File: config.mk
export PLATFORM = sky130hd
export DESIGN_NAME = vertex_triangle_membership_core
export DESIGN_NICKNAME = d
export VERILOG_FILES = /design/src/rtl/vtm_pkg.sv /design/src/rtl/vtm_ram.sv /design/src/rtl/vtm_datapath.sv /design/src/rtl/vtm_ctrl.sv /design/src/rtl/vertex_triangle_membership_core.sv
export SDC_FILE = /design/constraint.sdc
export NUM_CORES = 2
export LEC_CHECK = 0
export ABC_CLOCK_PERIOD_IN_PS = 7900
export BUFFER_PORTS_ARGS = -buffer_cell sky130_fd_sc_hd__buf_2
export CAP_MARGIN = 5
export CORE_UTILIZATION = 40
export CTS_BUF_LIST = sky130_fd_sc_hd__clkbuf_16
export DETAILED_ROUTE_END_ITERATION = 8
export PLACE_DENSITY = 0.65
export SLEW_MARGIN = 20
export SYNTH_ARGS = -nofsm -noshare
export SYNTH_HDL_FRONTEND = slang
export SYNTH_SLANG_ARGS = --single-unit
File: constraint.sdc
create_clock -name clock -period 7.9 [get_ports clock]
set_input_delay 0.79 -clock clock [delete_from_list [all_inputs] [get_ports clock]]
set_output_delay 0.79 -clock clock [all_outputs]
set_load 0.03 [all_outputs]
File: src/rtl/vtm_pkg.sv
// Shared types and constants for the vertex triangle membership core.
// Holds graph sizes, request codes, state and command/status types.
// No dependencies; imported by the datapath, the controller and the top level.
package vtm_pkg;

   // Graph size and derived widths
   localparam int VERTICES = 64;
   localparam int ADDR_W   = $clog2(VERTICES);
   localparam int VIDX_W   = 6;
   localparam int ROW_W    = 64;

   // Port widths
   localparam int REQ_TDATA_W = 16;
   localparam int RSP_TDATA_W = 8;

   // Vertex indices at or above this limit name no vertex
   localparam logic [VIDX_W:0] VERT_LIMIT = (VIDX_W + 1)'(VERTICES);

   // Request function codes carried in tuser
   localparam logic FUNC_ADD   = 1'b0;
   localparam logic FUNC_QUERY = 1'b1;

   typedef enum logic [3:0] {
      S_IDLE,
      S_DECODE,
      S_ADD_RDA,
      S_ADD_WRA,
      S_ADD_RDB,
      S_ADD_WRB,
      S_Q_RDV,
      S_Q_FIRST,
      S_Q_SCAN,
      S_RESULT
   } state_type;

   typedef enum logic [1:0] {
      RD_A,
      RD_B,
      RD_ZERO,
      RD_SCAN
   } rd_sel_type;

   typedef enum logic {
      WR_A,
      WR_B
   } wr_sel_type;

   typedef struct packed {
      logic       latch_req;
      logic       rd_en;
      rd_sel_type rd_sel;
      logic       wr_en;
      wr_sel_type wr_sel;
      logic       scan_start;
      logic       scan_step;
      logic       rsp_load;
   } dp_cmd_type;

   typedef struct packed {
      logic func;
      logic in_range;
      logic scan_last;
      logic rsp_free;
   } dp_status_type;

endpackage

File: src/rtl/vtm_ram.sv
// Generic simple dual-port RAM: one write port, one read port.
// Read data is registered; no dependencies.
module vtm_ram #(
   parameter int WIDTH = 64,
   parameter int DEPTH = 64
) (
   input  logic                     clock,
   input  logic                     wr_en,
   input  logic [$clog2(DEPTH)-1:0] wr_addr,
   input  logic [WIDTH-1:0]         wr_data,
   input  logic                     rd_en,
   input  logic [$clog2(DEPTH)-1:0] rd_addr,
   output logic [WIDTH-1:0]         rd_data
);

   logic [WIDTH-1:0] mem_ff [DEPTH];
   logic [WIDTH-1:0] rd_data_ff;

   // Write and registered read
   always_ff @(posedge clock) begin
      if (wr_en) begin
         mem_ff[wr_addr] <= wr_data;
      end
      if (rd_en) begin
         rd_data_ff <= mem_ff[rd_addr];
      end
   end

   assign rd_data = rd_data_ff;

endmodule

File: src/rtl/vtm_datapath.sv
// Datapath: request registers, adjacency row memory with row valid bits,
// neighbor scan and result register. Uses vtm_pkg and vtm_ram.
module vtm_datapath
   import vtm_pkg::*;
(
   input  logic                   clock,
   input  logic                   reset,
   input  logic [REQ_TDATA_W-1:0] req_tdata,
   input  logic                   req_tuser,
   input  dp_cmd_type             cmd,
   output dp_status_type          status,
   output logic                   rsp_tvalid,
   input  logic                   rsp_tready,
   output logic [RSP_TDATA_W-1:0] rsp_tdata
);

   // Request fields
   logic              func_ff, func_in;
   logic [VIDX_W-1:0] a_ff, a_in;
   logic [VIDX_W-1:0] b_ff, b_in;

   // Memory and valid bits
   logic [VERTICES-1:0] row_valid_ff, row_valid_in;
   logic                rd_valid_ff, rd_valid_in;
   logic [ADDR_W-1:0]   rd_addr;
   logic [ADDR_W-1:0]   wr_addr;
   logic [ROW_W-1:0]    wr_data;
   logic [ROW_W-1:0]    rd_data;
   logic [ROW_W-1:0]    row_eff;

   // Scan state
   logic [VERTICES-1:0] first_ff, first_in;
   logic [ADDR_W-1:0]   scan_addr_ff, scan_addr_in;
   logic [ADDR_W-1:0]   chk_addr_ff, chk_addr_in;
   logic                hit_ff, hit_in;

   // Result register
   logic                   rsp_valid_ff, rsp_valid_in;
   logic [RSP_TDATA_W-1:0] rsp_data_ff, rsp_data_in;

   logic a_ok;
   logic b_ok;

   vtm_ram #(
      .WIDTH (ROW_W),
      .DEPTH (VERTICES)
   ) u_rows (
      .clock   (clock),
      .wr_en   (cmd.wr_en),
      .wr_addr (wr_addr),
      .wr_data (wr_data),
      .rd_en   (cmd.rd_en),
      .rd_addr (rd_addr),
      .rd_data (rd_data)
   );

   // A row never written reads as empty
   assign row_eff = rd_valid_ff ? rd_data : '0;

   // Select read address
   always_comb begin
      case (cmd.rd_sel)
         RD_A:    rd_addr = a_ff[ADDR_W-1:0];
         RD_B:    rd_addr = b_ff[ADDR_W-1:0];
         RD_ZERO: rd_addr = '0;
         RD_SCAN: rd_addr = scan_addr_ff;
         default: rd_addr = '0;
      endcase
   end

   // Merge the new neighbor bit into the row just read
   always_comb begin
      case (cmd.wr_sel)
         WR_A: begin
            wr_addr = a_ff[ADDR_W-1:0];
            wr_data = row_eff | (ROW_W'(1) << b_ff);
         end
         WR_B: begin
            wr_addr = b_ff[ADDR_W-1:0];
            wr_data = row_eff | (ROW_W'(1) << a_ff);
         end
         default: begin
            wr_addr = '0;
            wr_data = '0;
         end
      endcase
   end

   // Next values for request, valid, scan and result registers
   always_comb begin
      func_in      = func_ff;
      a_in         = a_ff;
      b_in         = b_ff;
      row_valid_in = row_valid_ff;
      rd_valid_in  = rd_valid_ff;
      first_in     = first_ff;
      scan_addr_in = scan_addr_ff;
      chk_addr_in  = chk_addr_ff;
      hit_in       = hit_ff;
      rsp_valid_in = rsp_valid_ff;
      rsp_data_in  = rsp_data_ff;

      if (cmd.latch_req) begin
         func_in = req_tuser;
         a_in    = req_tdata[VIDX_W-1:0];
         b_in    = req_tdata[2*VIDX_W-1:VIDX_W];
         hit_in  = 1'b0;
      end
      if (cmd.rd_en) begin
         rd_valid_in = row_valid_ff[rd_addr];
      end
      if (cmd.wr_en) begin
         row_valid_in[wr_addr] = 1'b1;
      end
      if (cmd.scan_start) begin
         first_in     = row_eff[VERTICES-1:0];
         scan_addr_in = ADDR_W'(1);
         chk_addr_in  = '0;
      end
      // Test the neighbor row that just arrived
      if (cmd.scan_step) begin
         if (first_ff[chk_addr_ff] && |(row_eff[VERTICES-1:0] & first_ff)) begin
            hit_in = 1'b1;
         end
         chk_addr_in  = chk_addr_ff + ADDR_W'(1);
         scan_addr_in = scan_addr_ff + ADDR_W'(1);
      end
      // Drop the result once taken, load a new one when told
      if (rsp_valid_ff && rsp_tready) begin
         rsp_valid_in = 1'b0;
      end
      if (cmd.rsp_load) begin
         rsp_valid_in = 1'b1;
         rsp_data_in  = {{(RSP_TDATA_W-1){1'b0}}, hit_ff};
      end
   end

   // Control registers
   always_ff @(posedge clock) begin
      if (reset) begin
         row_valid_ff <= '0;
         rsp_valid_ff <= 1'b0;
      end else begin
         row_valid_ff <= row_valid_in;
         rsp_valid_ff <= rsp_valid_in;
      end
   end

   // Payload registers
   always_ff @(posedge clock) begin
      func_ff      <= func_in;
      a_ff         <= a_in;
      b_ff         <= b_in;
      rd_valid_ff  <= rd_valid_in;
      first_ff     <= first_in;
      scan_addr_ff <= scan_addr_in;
      chk_addr_ff  <= chk_addr_in;
      hit_ff       <= hit_in;
      rsp_data_ff  <= rsp_data_in;
   end

   // Status to the controller
   assign a_ok = {1'b0, a_ff} < VERT_LIMIT;
   assign b_ok = {1'b0, b_ff} < VERT_LIMIT;

   assign status.func      = func_ff;
   assign status.in_range  = (func_ff == FUNC_QUERY) ? a_ok : (a_ok && b_ok);
   assign status.scan_last = (chk_addr_ff == ADDR_W'(VERTICES - 1));
   assign status.rsp_free  = !rsp_valid_ff || rsp_tready;

   assign rsp_tvalid = rsp_valid_ff;
   assign rsp_tdata  = rsp_data_ff;

endmodule

File: src/rtl/vtm_ctrl.sv
// Controller state machine: sequences edge adds, triangle queries and
// result hand-off. Uses vtm_pkg; drives the datapath by command struct.
module vtm_ctrl
   import vtm_pkg::*;
(
   input  logic          clock,
   input  logic          reset,
   input  logic          req_tvalid,
   output logic          req_tready,
   input  dp_status_type status,
   output dp_cmd_type    cmd
);

   state_type state_ff, state_in;

   // State register
   always_ff @(posedge clock) begin
      if (reset) begin
         state_ff <= S_IDLE;
      end else begin
         state_ff <= state_in;
      end
   end

   // Next state and commands
   always_comb begin
      state_in       = state_ff;
      req_tready     = 1'b0;
      cmd.latch_req  = 1'b0;
      cmd.rd_en      = 1'b0;
      cmd.rd_sel     = RD_A;
      cmd.wr_en      = 1'b0;
      cmd.wr_sel     = WR_A;
      cmd.scan_start = 1'b0;
      cmd.scan_step  = 1'b0;
      cmd.rsp_load   = 1'b0;

      case (state_ff)
         S_IDLE: begin
            req_tready    = 1'b1;
            cmd.latch_req = req_tvalid;
            if (req_tvalid) begin
               state_in = S_DECODE;
            end
         end
         S_DECODE: begin
            if (!status.in_range) begin
               state_in = S_RESULT;
            end else if (status.func == FUNC_QUERY) begin
               state_in = S_Q_RDV;
            end else begin
               state_in = S_ADD_RDA;
            end
         end
         S_ADD_RDA: begin
            cmd.rd_en  = 1'b1;
            cmd.rd_sel = RD_A;
            state_in   = S_ADD_WRA;
         end
         S_ADD_WRA: begin
            cmd.wr_en  = 1'b1;
            cmd.wr_sel = WR_A;
            state_in   = S_ADD_RDB;
         end
         S_ADD_RDB: begin
            cmd.rd_en  = 1'b1;
            cmd.rd_sel = RD_B;
            state_in   = S_ADD_WRB;
         end
         S_ADD_WRB: begin
            cmd.wr_en  = 1'b1;
            cmd.wr_sel = WR_B;
            state_in   = S_RESULT;
         end
         S_Q_RDV: begin
            cmd.rd_en  = 1'b1;
            cmd.rd_sel = RD_A;
            state_in   = S_Q_FIRST;
         end
         // Hold the queried row, start reading neighbor rows
         S_Q_FIRST: begin
            cmd.scan_start = 1'b1;
            cmd.rd_en      = 1'b1;
            cmd.rd_sel     = RD_ZERO;
            state_in       = S_Q_SCAN;
         end
         // Check one row per cycle, issue the next read
         S_Q_SCAN: begin
            cmd.scan_step = 1'b1;
            cmd.rd_en     = !status.scan_last;
            cmd.rd_sel    = RD_SCAN;
            if (status.scan_last) begin
               state_in = S_RESULT;
            end
         end
         S_RESULT: begin
            if (status.rsp_free) begin
               cmd.rsp_load = 1'b1;
               state_in     = S_IDLE;
            end
         end
         default: begin
            state_in = S_IDLE;
         end
      endcase
   end

endmodule

File: src/rtl/vertex_triangle_membership_core.sv
// Top level of the vertex triangle membership core.
// Instantiates vtm_ctrl and vtm_datapath; uses vtm_pkg.
//
// Keeps a symmetric adjacency bit matrix of VERTICES rows and answers,
// per request, whether a vertex lies on a closed walk of length three.
// Request channel (req_*): tuser is the function (add edge or query),
// tdata holds vertex_a and vertex_b. Response channel (rsp_*): one
// response per request, tdata bit 0 is triangle_found (0 for adds).
// One request is processed at a time; the next request is taken once the
// response of the last one is loaded. The query time is set by the neighbor
// scan, which reads one adjacency row per cycle from the single read port.
// Reset clears the matrix at once through per-row valid bits; no sweep.
// A finished response sits in an output register; the next request is
// accepted while it waits, and the core stalls only when a second
// response is ready before the first is taken.
module vertex_triangle_membership_core
   import vtm_pkg::*;
(
   input  logic                   clock,
   input  logic                   reset,
   input  logic                   req_tvalid,
   output logic                   req_tready,
   input  logic [REQ_TDATA_W-1:0] req_tdata,  // [5:0] vertex_a, [11:6] vertex_b
   input  logic                   req_tuser,  // [0] func
   output logic                   rsp_tvalid,
   input  logic                   rsp_tready,
   output logic [RSP_TDATA_W-1:0] rsp_tdata   // [0] triangle_found
);

   dp_cmd_type    cmd;
   dp_status_type status;

   vtm_ctrl u_ctrl (
      .clock      (clock),
      .reset      (reset),
      .req_tvalid (req_tvalid),
      .req_tready (req_tready),
      .status     (status),
      .cmd        (cmd)
   );

   vtm_datapath u_datapath (
      .clock      (clock),
      .reset      (reset),
      .req_tdata  (req_tdata),
      .req_tuser  (req_tuser),
      .cmd        (cmd),
      .status     (status),
      .rsp_tvalid (rsp_tvalid),
      .rsp_tready (rsp_tready),
      .rsp_tdata  (rsp_tdata)
   );

`ifndef SYNTHESIS
   // One request at a time: no accept right after an accept
   a_one_at_a_time: assert property (@(posedge clock) disable iff (reset)
      req_tvalid && req_tready |=> !req_tready)
      else $error("request accepted while previous one in progress");

   // Read and write of the row memory never share a cycle
   a_no_rd_wr_overlap: assert property (@(posedge clock) disable iff (reset)
      cmd.wr_en |-> !cmd.rd_en)
      else $error("row memory read and write in the same cycle");

   // A pending response is never overwritten
   a_no_rsp_overwrite: assert property (@(posedge clock) disable iff (reset)
      cmd.rsp_load |-> (!rsp_tvalid || rsp_tready))
      else $error("response loaded over a pending response");
`endif

endmodule

## Word level (Yosys, flattened, before mapping)

Memories as Yosys holds them, arrays and structs flattened. A register that Yosys moved wholly into a read port is not among the register bits.
Cells that the tools add are included.

| cells by class | value |
|---|---|
| add/subtract/negate cells | 2 |
| $lt $le $gt $ge | 4 |
| equality and inequality tests | 16 |
| shifts and indexed selects | 2 |
| multiplexer cells | 34 |
| bitwise operators | 5 |
| reductions and logical operators | 13 |

Operator list:

| operator | number |
|---|---|
| OR 64 bit | 3 |
| case mux 64 bit (2 select lines) | 1 |
| left shift 1 x 6 -> 64 bit, first input constant | 2 |
| AND 64 bit | 1 |
| two-way mux 64 bit | 1 |
| OR reduction 64 bit | 1 |
| case mux 4 bit (10 select lines) | 1 |
| two-way mux 6 bit | 4 |
| case mux 6 bit (4 select lines) | 1 |
| < comparator 6 x 7 -> 1 bit, second input constant | 3 |
| equality test 4 x 3 -> 1 bit, second input constant | 4 |
| two-way mux 1 bit | 16 |
| adder 6 x 1 -> 6 bit, second input constant | 2 |
| binary-select mux 1 bit (select 6 bit) | 2 |
| two-way mux 4 bit | 3 |
| case mux 3 bit (4 select lines) | 1 |
| case mux 6 bit (2 select lines) | 1 |
| equality test 4 x 2 -> 1 bit, second input constant | 2 |
| equality test 4 bit, second input constant | 2 |
| demux 1 bit (select 6 bit) | 1 |
| equality test 6 bit, second input constant | 1 |
| >= comparator 6 x 1 -> 1 bit, second input constant | 1 |
| equality test 2 bit, second input constant | 2 |
| equality test 4 x 1 -> 1 bit, second input constant | 1 |
| 14 further kinds | 19 |

| word-level totals | value |
|---|---|
| register bits after elaboration | 161 |
| RAM bits | 4,096 |
| input port bits | 21 |
| output and inout bits | 10 |
| logic and storage cells | 89 |
| memories kept | 1 |

Memory list:

| memory | depth | width | read ports | clocked after Yosys merged registers in | write ports | RTL line | text |
|---|---|---|---|---|---|---|---|
| u_datapath.u_rows.mem_ff | 64 | 64 | 1 | 1 | 1 | vtm_ram.sv:16 | `logic [WIDTH-1:0] mem_ff [DEPTH];` |

## Depth between registers and ports, before layout

| depth | value |
|---|---|
| depth after elaboration | 9 |
| depth in mapped cells | 15 |
| mapped depth without buffers | 9 |

## Cells and area by module

From an unflattened synthesis, not the netlist that was laid out.

| unflattened totals | value |
|---|---|
| cell total of the unflattened synthesis | 7,410 |
| area, all modules | 165,328.6 µm² |

Modules (own cells, without submodules):

| module | times used | cells each | area each (µm²) | sequential area each (µm²) |
|---|---|---|---|---|
| vtm_ram | 1 | 6,598 | 156,989.3 | 124,919.8 |
| vtm_datapath | 1 | 761 | 7,976.4 | 4,053.9 |
| vtm_ctrl | 1 | 51 | 362.8 | 80.1 |

## Worst setup path before layout

Ideal clock, no wire load.

| path | value |
|---|---|
| path kind | register to register |
| start | reg u_ctrl.state_ff[2] |
| end | reg u_datapath.rd_valid_ff, enable pin |
| setup time | 578 ps |
| data arrival time | 5,636 ps |
| required time | 7,322 ps |
| setup slack | 1,686 ps |
| cell stages (with the launch flop) | 8 |
| path buffers | 3 |
| clock period less this slack | 6,214 ps |
| cells stage by stage | dfxtp_1 > buf_6 > buf_6 > clkbuf_1 > nor2_1 > nor2_1 > a21oi_1 > o21ai_0 |

RTL lines:

| what | RTL line | text |
|---|---|---|
| from (decl) | vtm_ctrl.sv:14 | `state_type state_ff, state_in;` |
| from (signal assigned) | vtm_ctrl.sv:21 | `state_ff <= state_in;` |
| to (signal assigned) | vtm_datapath.sv:154 | `rd_valid_ff <= rd_valid_in;` |
| to (decl) | vtm_datapath.sv:24 | `logic rd_valid_ff, rd_valid_in;` |

## Worst setup path after layout

| path | value |
|---|---|
| start | reg u_ctrl.state_ff[2] |
| end | reg u_datapath.u_rows.rd_data_ff[19] (netlist: u_datapath.u_rows.rd_data[19]) (read register of u_datapath.u_rows.mem_ff), data pin |

| between the ends | value |
|---|---|
| cells in the longest elaborated chain, start to end | 5 |
| elaborated cells on any way between the ends | 12 |
| those cells by class | 8 x eq/ne; 2 x mux; 2 x reduce/logical |

Ends and longest elaborated chain:

| what | RTL line | text |
|---|---|---|
| equality test 4 x 2 -> 1 bit or equality test 4 x 3 -> 1 bit (tied branches) | vtm_ctrl.sv:38 | `case (state_ff)` |
| OR reduction 2 bit (no source line) | n/a |  |
| case mux 3 bit (4 select lines) * | vtm_ctrl.sv:38 |  |
| equality test 2 bit (tied with other cells) | vtm_datapath.sv:62 | `case (cmd.rd_sel)` |
| case mux 6 bit (4 select lines) | vtm_datapath.sv:62 |  |
| to (decl) | vtm_ram.sv:17 | `logic [WIDTH-1:0] rd_data_ff;` |

Mark *: on every way between the ends. The rest lies on a longest branch, timed or not.
A chain may end at the register's enable or synchronous reset.

==> impl_metrics.tcl <==
set metrics [dict create \
    postRouteAntennaNets 0 \
    synth_cells 11300 \
    crit_family "simple AND/OR/NAND/NOR gates" \
    fin_util 0.455 \
    cts.sinks 4321 \
    drv_cap 0 \
    intPower_uw 43100 \
    cts_root_buf "clkbuf_16" \
    synth_cell_type_count 95 \
    grt_setup_unrepaired "no" \
    post_cts_buffers 0 \
    finClkSkew_ns 0.0546 \
    synth_seq_area_share 0.757 \
    drc 12 \
    reg2reg_depth 11 \
    cpMaxStageDelayCell "dfxtp_1" \
    dieArea_sq_mm 0.429 \
    holdCritPathClass "in2reg" \
    synth-edff-count 4251 \
    cpPeakStageDelay_ns 0.95 \
    synth.avg_cell_area_sq_um 15.0 \
    initial_core_util 0.402 \
    max-slew-margin-rel 0.162 \
    row_count 239 \
    ir_worst_vdd_v 0.000350 \
    clockBufferDepth 4 \
    worst_ep_arrival_time_ns 6.66 \
    p_seq_frac 0.444 \
    crit_path_cell_trace "nand4b_4 -> clkinv_2 -> buf_4 -> a21oi_1 -> a21oi_1 -> or2_4 -> buf_12 -> a21oi_1 -> nor4_1 -> nor3_1 -> a211o_1" \
    p_clk_frac 0.301 \
    htreeDepth 5 \
    ctsResizeCount 0 \
    antenna_found_initial 22 \
    hold_depth 3 \
    end_kind "flip-flop" \
    critPathRequiredTime_ns 8.63 \
    path_class "reg2reg" \
    fillCellCount 36500 \
    hold_viol_final 0 \
    fin_crit_sh 0.751 \
    core_area_sq_mm 0.424 \
    outcome "finished with violations" \
    syn2layout_area_growth_pct 13.1 \
    grt_usage 0.252 \
    yosys_most_used_dff "edfxtp_1" \
    clkTransAtPathRegs_ns 0.07 \
    worstPathBufferInverterCount 3 \
    ctsHoldBuffers 13 \
    power.switching_uw 21100 \
    yosysWarnings 0 \
    path_depth 11 \
    drtIter0Drc 17400 \
    ios 31 \
    max_freq_ghz 0.169 \
    syn_area_sq_mm 0.170 \
    grt_pass1_wl_microns 770000 \
    drt-wirelength-per-cell_microns 32.1 \
    grt_max_degree 139 \
    crit_path_start_kind "flip-flop" \
    p_leak_uw 0.0643 \
    globalplace.congestion 0.932 \
    tns_ns 0 \
    cts_tree "done" \
    slew_violations 0 \
    dr.pass1.iters 9 \
    setup_viol 0 \
    crit_top_cell "a21oi_1" \
    combPwrFrac 0.256 \
    min_period_ns 5.93 \
    nets 11400 \
    die_h_microns 655 \
    violations "DRC" \
    postRouteWirelength_microns 559000 \
    tightest_slew_ns 1.25 \
    overflow 0 \
    clock_latency_ns 1.00 \
    p_per_area_mw_per_mm2 332 \
    synthArstFlopShare 0 \
    grt_pass1_vias 101000 \
    vias_per_cell 6.20 \
    num_vias 108000 \
    ys_ff_latch 4321 \
    drive_gt1_frac 0.110 \
    die_x_microns 655 \
    portBuffers 19 \
    swShare 0.328 \
    worstPathMaxFanout 81 \
    hpwl_microns 288000 \
    numCtsBuffers 414 \
]
final cells by class:
| type | count | area [sq um] | area share |
|---|---|---|---|
| repair buffers | 416 | 4340 | 0.0225 |
| inverters | 11 | 42.5 | 0.000221 |
| diodes | 11 | 27.5 | 0.000143 |
| well taps | 5663 | 7090 | 0.0367 |
| clock buffers | 417 | 10400 | 0.0541 |
| clock inverters | 344 | 2660 | 0.0138 |
| flip-flops and latches | 4321 | 129000 | 0.669 |
| multi-input cells | 6245 | 39200 | 0.203 |
Yosys cell counts (9+ instances only):
| cell type | instances | area (sq um) |
|---|---|---|
| a2111oi_0 | 35 | 307 |
| a32oi_1 | 44 | 385 |
| nand2_1 | 1915 | 7190 |
| edfxtp_1 | 4251 | 128000 |
| and3_1 | 174 | 1090 |
| a21oi_1 | 819 | 4100 |
| buf_2 | 353 | 1770 |
| buf_1 | 76 | 285 |
| o2bb2ai_1 | 12 | 105 |
| and2_1 | 75 | 469 |
| buf_6 | 14 | 158 |
| nor2_1 | 251 | 942 |
| o2111ai_1 | 20 | 175 |
| a311o_1 | 12 | 120 |
| nor3_1 | 91 | 455 |
| o311a_1 | 14 | 140 |
| o21a_1 | 19 | 143 |
| o31ai_1 | 20 | 150 |
| a21boi_0 | 11 | 82.6 |
| a211o_1 | 22 | 193 |
| inv_1 | 10 | 37.5 |
| a211oi_1 | 145 | 1090 |
| or3_1 | 11 | 68.8 |
| mux2_2 | 81 | 912 |
| o22ai_1 | 298 | 1860 |
| mux2i_1 | 820 | 8210 |
| a311oi_1 | 89 | 780 |
| a31oi_1 | 114 | 713 |
| or4_1 | 27 | 203 |
| o22a_1 | 34 | 298 |
| nor4_1 | 216 | 1350 |
| clkbuf_1 | 267 | 1000 |
| a22oi_1 | 60 | 450 |
| buf_4 | 64 | 480 |
| mux4_2 | 9 | 203 |
| nand4_1 | 23 | 144 |
| a221oi_1 | 52 | 455 |
| dfxtp_1 | 70 | 1400 |
| nand3_1 | 218 | 1090 |
| o21ai_0 | 175 | 876 |
| o221ai_1 | 108 | 946 |
| o21bai_1 | 74 | 556 |
routing by layer:
layer,up-vias,GRT usage,share of wire
met5,-,0,0.000077
met4,6,0.124,0.057
met3,1552,0.0606,0.13
met2,7779,0.392,0.45
met1,54600,0.332,0.36
li1,44200,-,-
registers in the layout (all words and copies together), names as in the netlist, 4 cells and up:
name,flops
u_ctrl.state_ff,4
u_datapath.scan_addr_ff,6
u_datapath.u_rows.rd_data,64
u_datapath.row_valid_ff,64
u_datapath.a_ff,6
u_datapath.b_ff,6
u_datapath.u_rows.mem_ff,4096
u_datapath.chk_addr_ff,6
u_datapath.first_ff,64
placed cells by master, fill, tap and decap left out, types with 22 or more instances in the layout:
master        n
nor4_1      216
inv_1        91
dfxtp_1      70
o22ai_1     297
buf_4       295
nor3_1       91
a21oi_1     818
a32oi_1      44
buf_12       73
mux2i_1     820
nor2_1      177
a221oi_1     51
or4_1        27
nand4_1      23
nand3_1     217
o21bai_4     63
a211o_1      22
a31oi_1     110
bufinv_16    30
edfxtp_1   4251
a22oi_1      60
nor2_4       73
and2_1       74
a211oi_1    143
o21ai_0     174
a2111oi_0    35
a311oi_1     89
clkinv_2    100
o22a_1       34
o221ai_1    108
mux2_2       81
nand2_1    1910
clkbuf_16   417
clkinv_1     92
and3_1      174
worst min-delay path, stage by stage:
cell and delay (ns):
buf_2 0.15, inv_1 0.14, a221oi_1 0.10
cells by family (layout without fill, tap and decap cells):
| kind of cell | count (synthesis) | after routing | synth area share |
|---|---|---|---|
| AO/OA/AOI/OAI | 2268 | 2268 | 0.0871 |
| XOR/XNOR | 10 | 10 | 0.000602 |
| adder cells (fa/ha/maj) | 2 | 2 | 0.000147 |
| buffers and inverters | 785 | 1188 | 0.0219 |
| flip-flops | 4321 | 4321 | 0.757 |
| multiplexers | 912 | 912 | 0.0548 |
| other | 1 | 18 | 0.0000220 |
| AND/OR/NAND/NOR | 3046 | 3046 | 0.0784 |
worst paths after layout:
kind                               start                            end  slack, ns
max                   u_ctrl.state_ff[2]  u_datapath.u_rows.rd_data[19]       1.97
min                           req_tvalid             u_ctrl.state_ff[3]       0.25
max reg2reg           u_ctrl.state_ff[2]  u_datapath.u_rows.rd_data[19]       1.97
min reg2reg  u_datapath.row_valid_ff[48]    u_datapath.row_valid_ff[48]       0.47
power groups by stage:
stage / Sequential (uW) / Clock [uW] / Combinational [uW]
floorplan: 28800 / 0 / 9630
global placement: 28900 / 0 / 15600
detailed placement: 28900 / 0 / 16000
CTS: 28400 / 19400 / 16000
global route: 28400 / 20200 / 17100
finish: 28400 / 19300 / 16400
per-stage QoR:
stage / total power (uW) / setup slack [ns] / area (sq um) / instances / hold slack (ns)
6_report: 64100 / 1.97 / 193000 / 17400 / 0.253
5_1_grt: 65700 / 1.81 / 193000 / 17400 / 0.214
4_1_cts: 63800 / 2.11 / 193000 / 17400 / 0.162
3_5_place_dp: 44800 / 2.08 / 179000 / 16600 / 0.452
3_3_place_gp: 44500 / 2.21 / 179000 / 16600 / 0.445
2_1_floorplan: 38400 / 1.69 / 170000 / 11400 / 0.409
No activity file was read; power rests on OpenSTA's default activity.
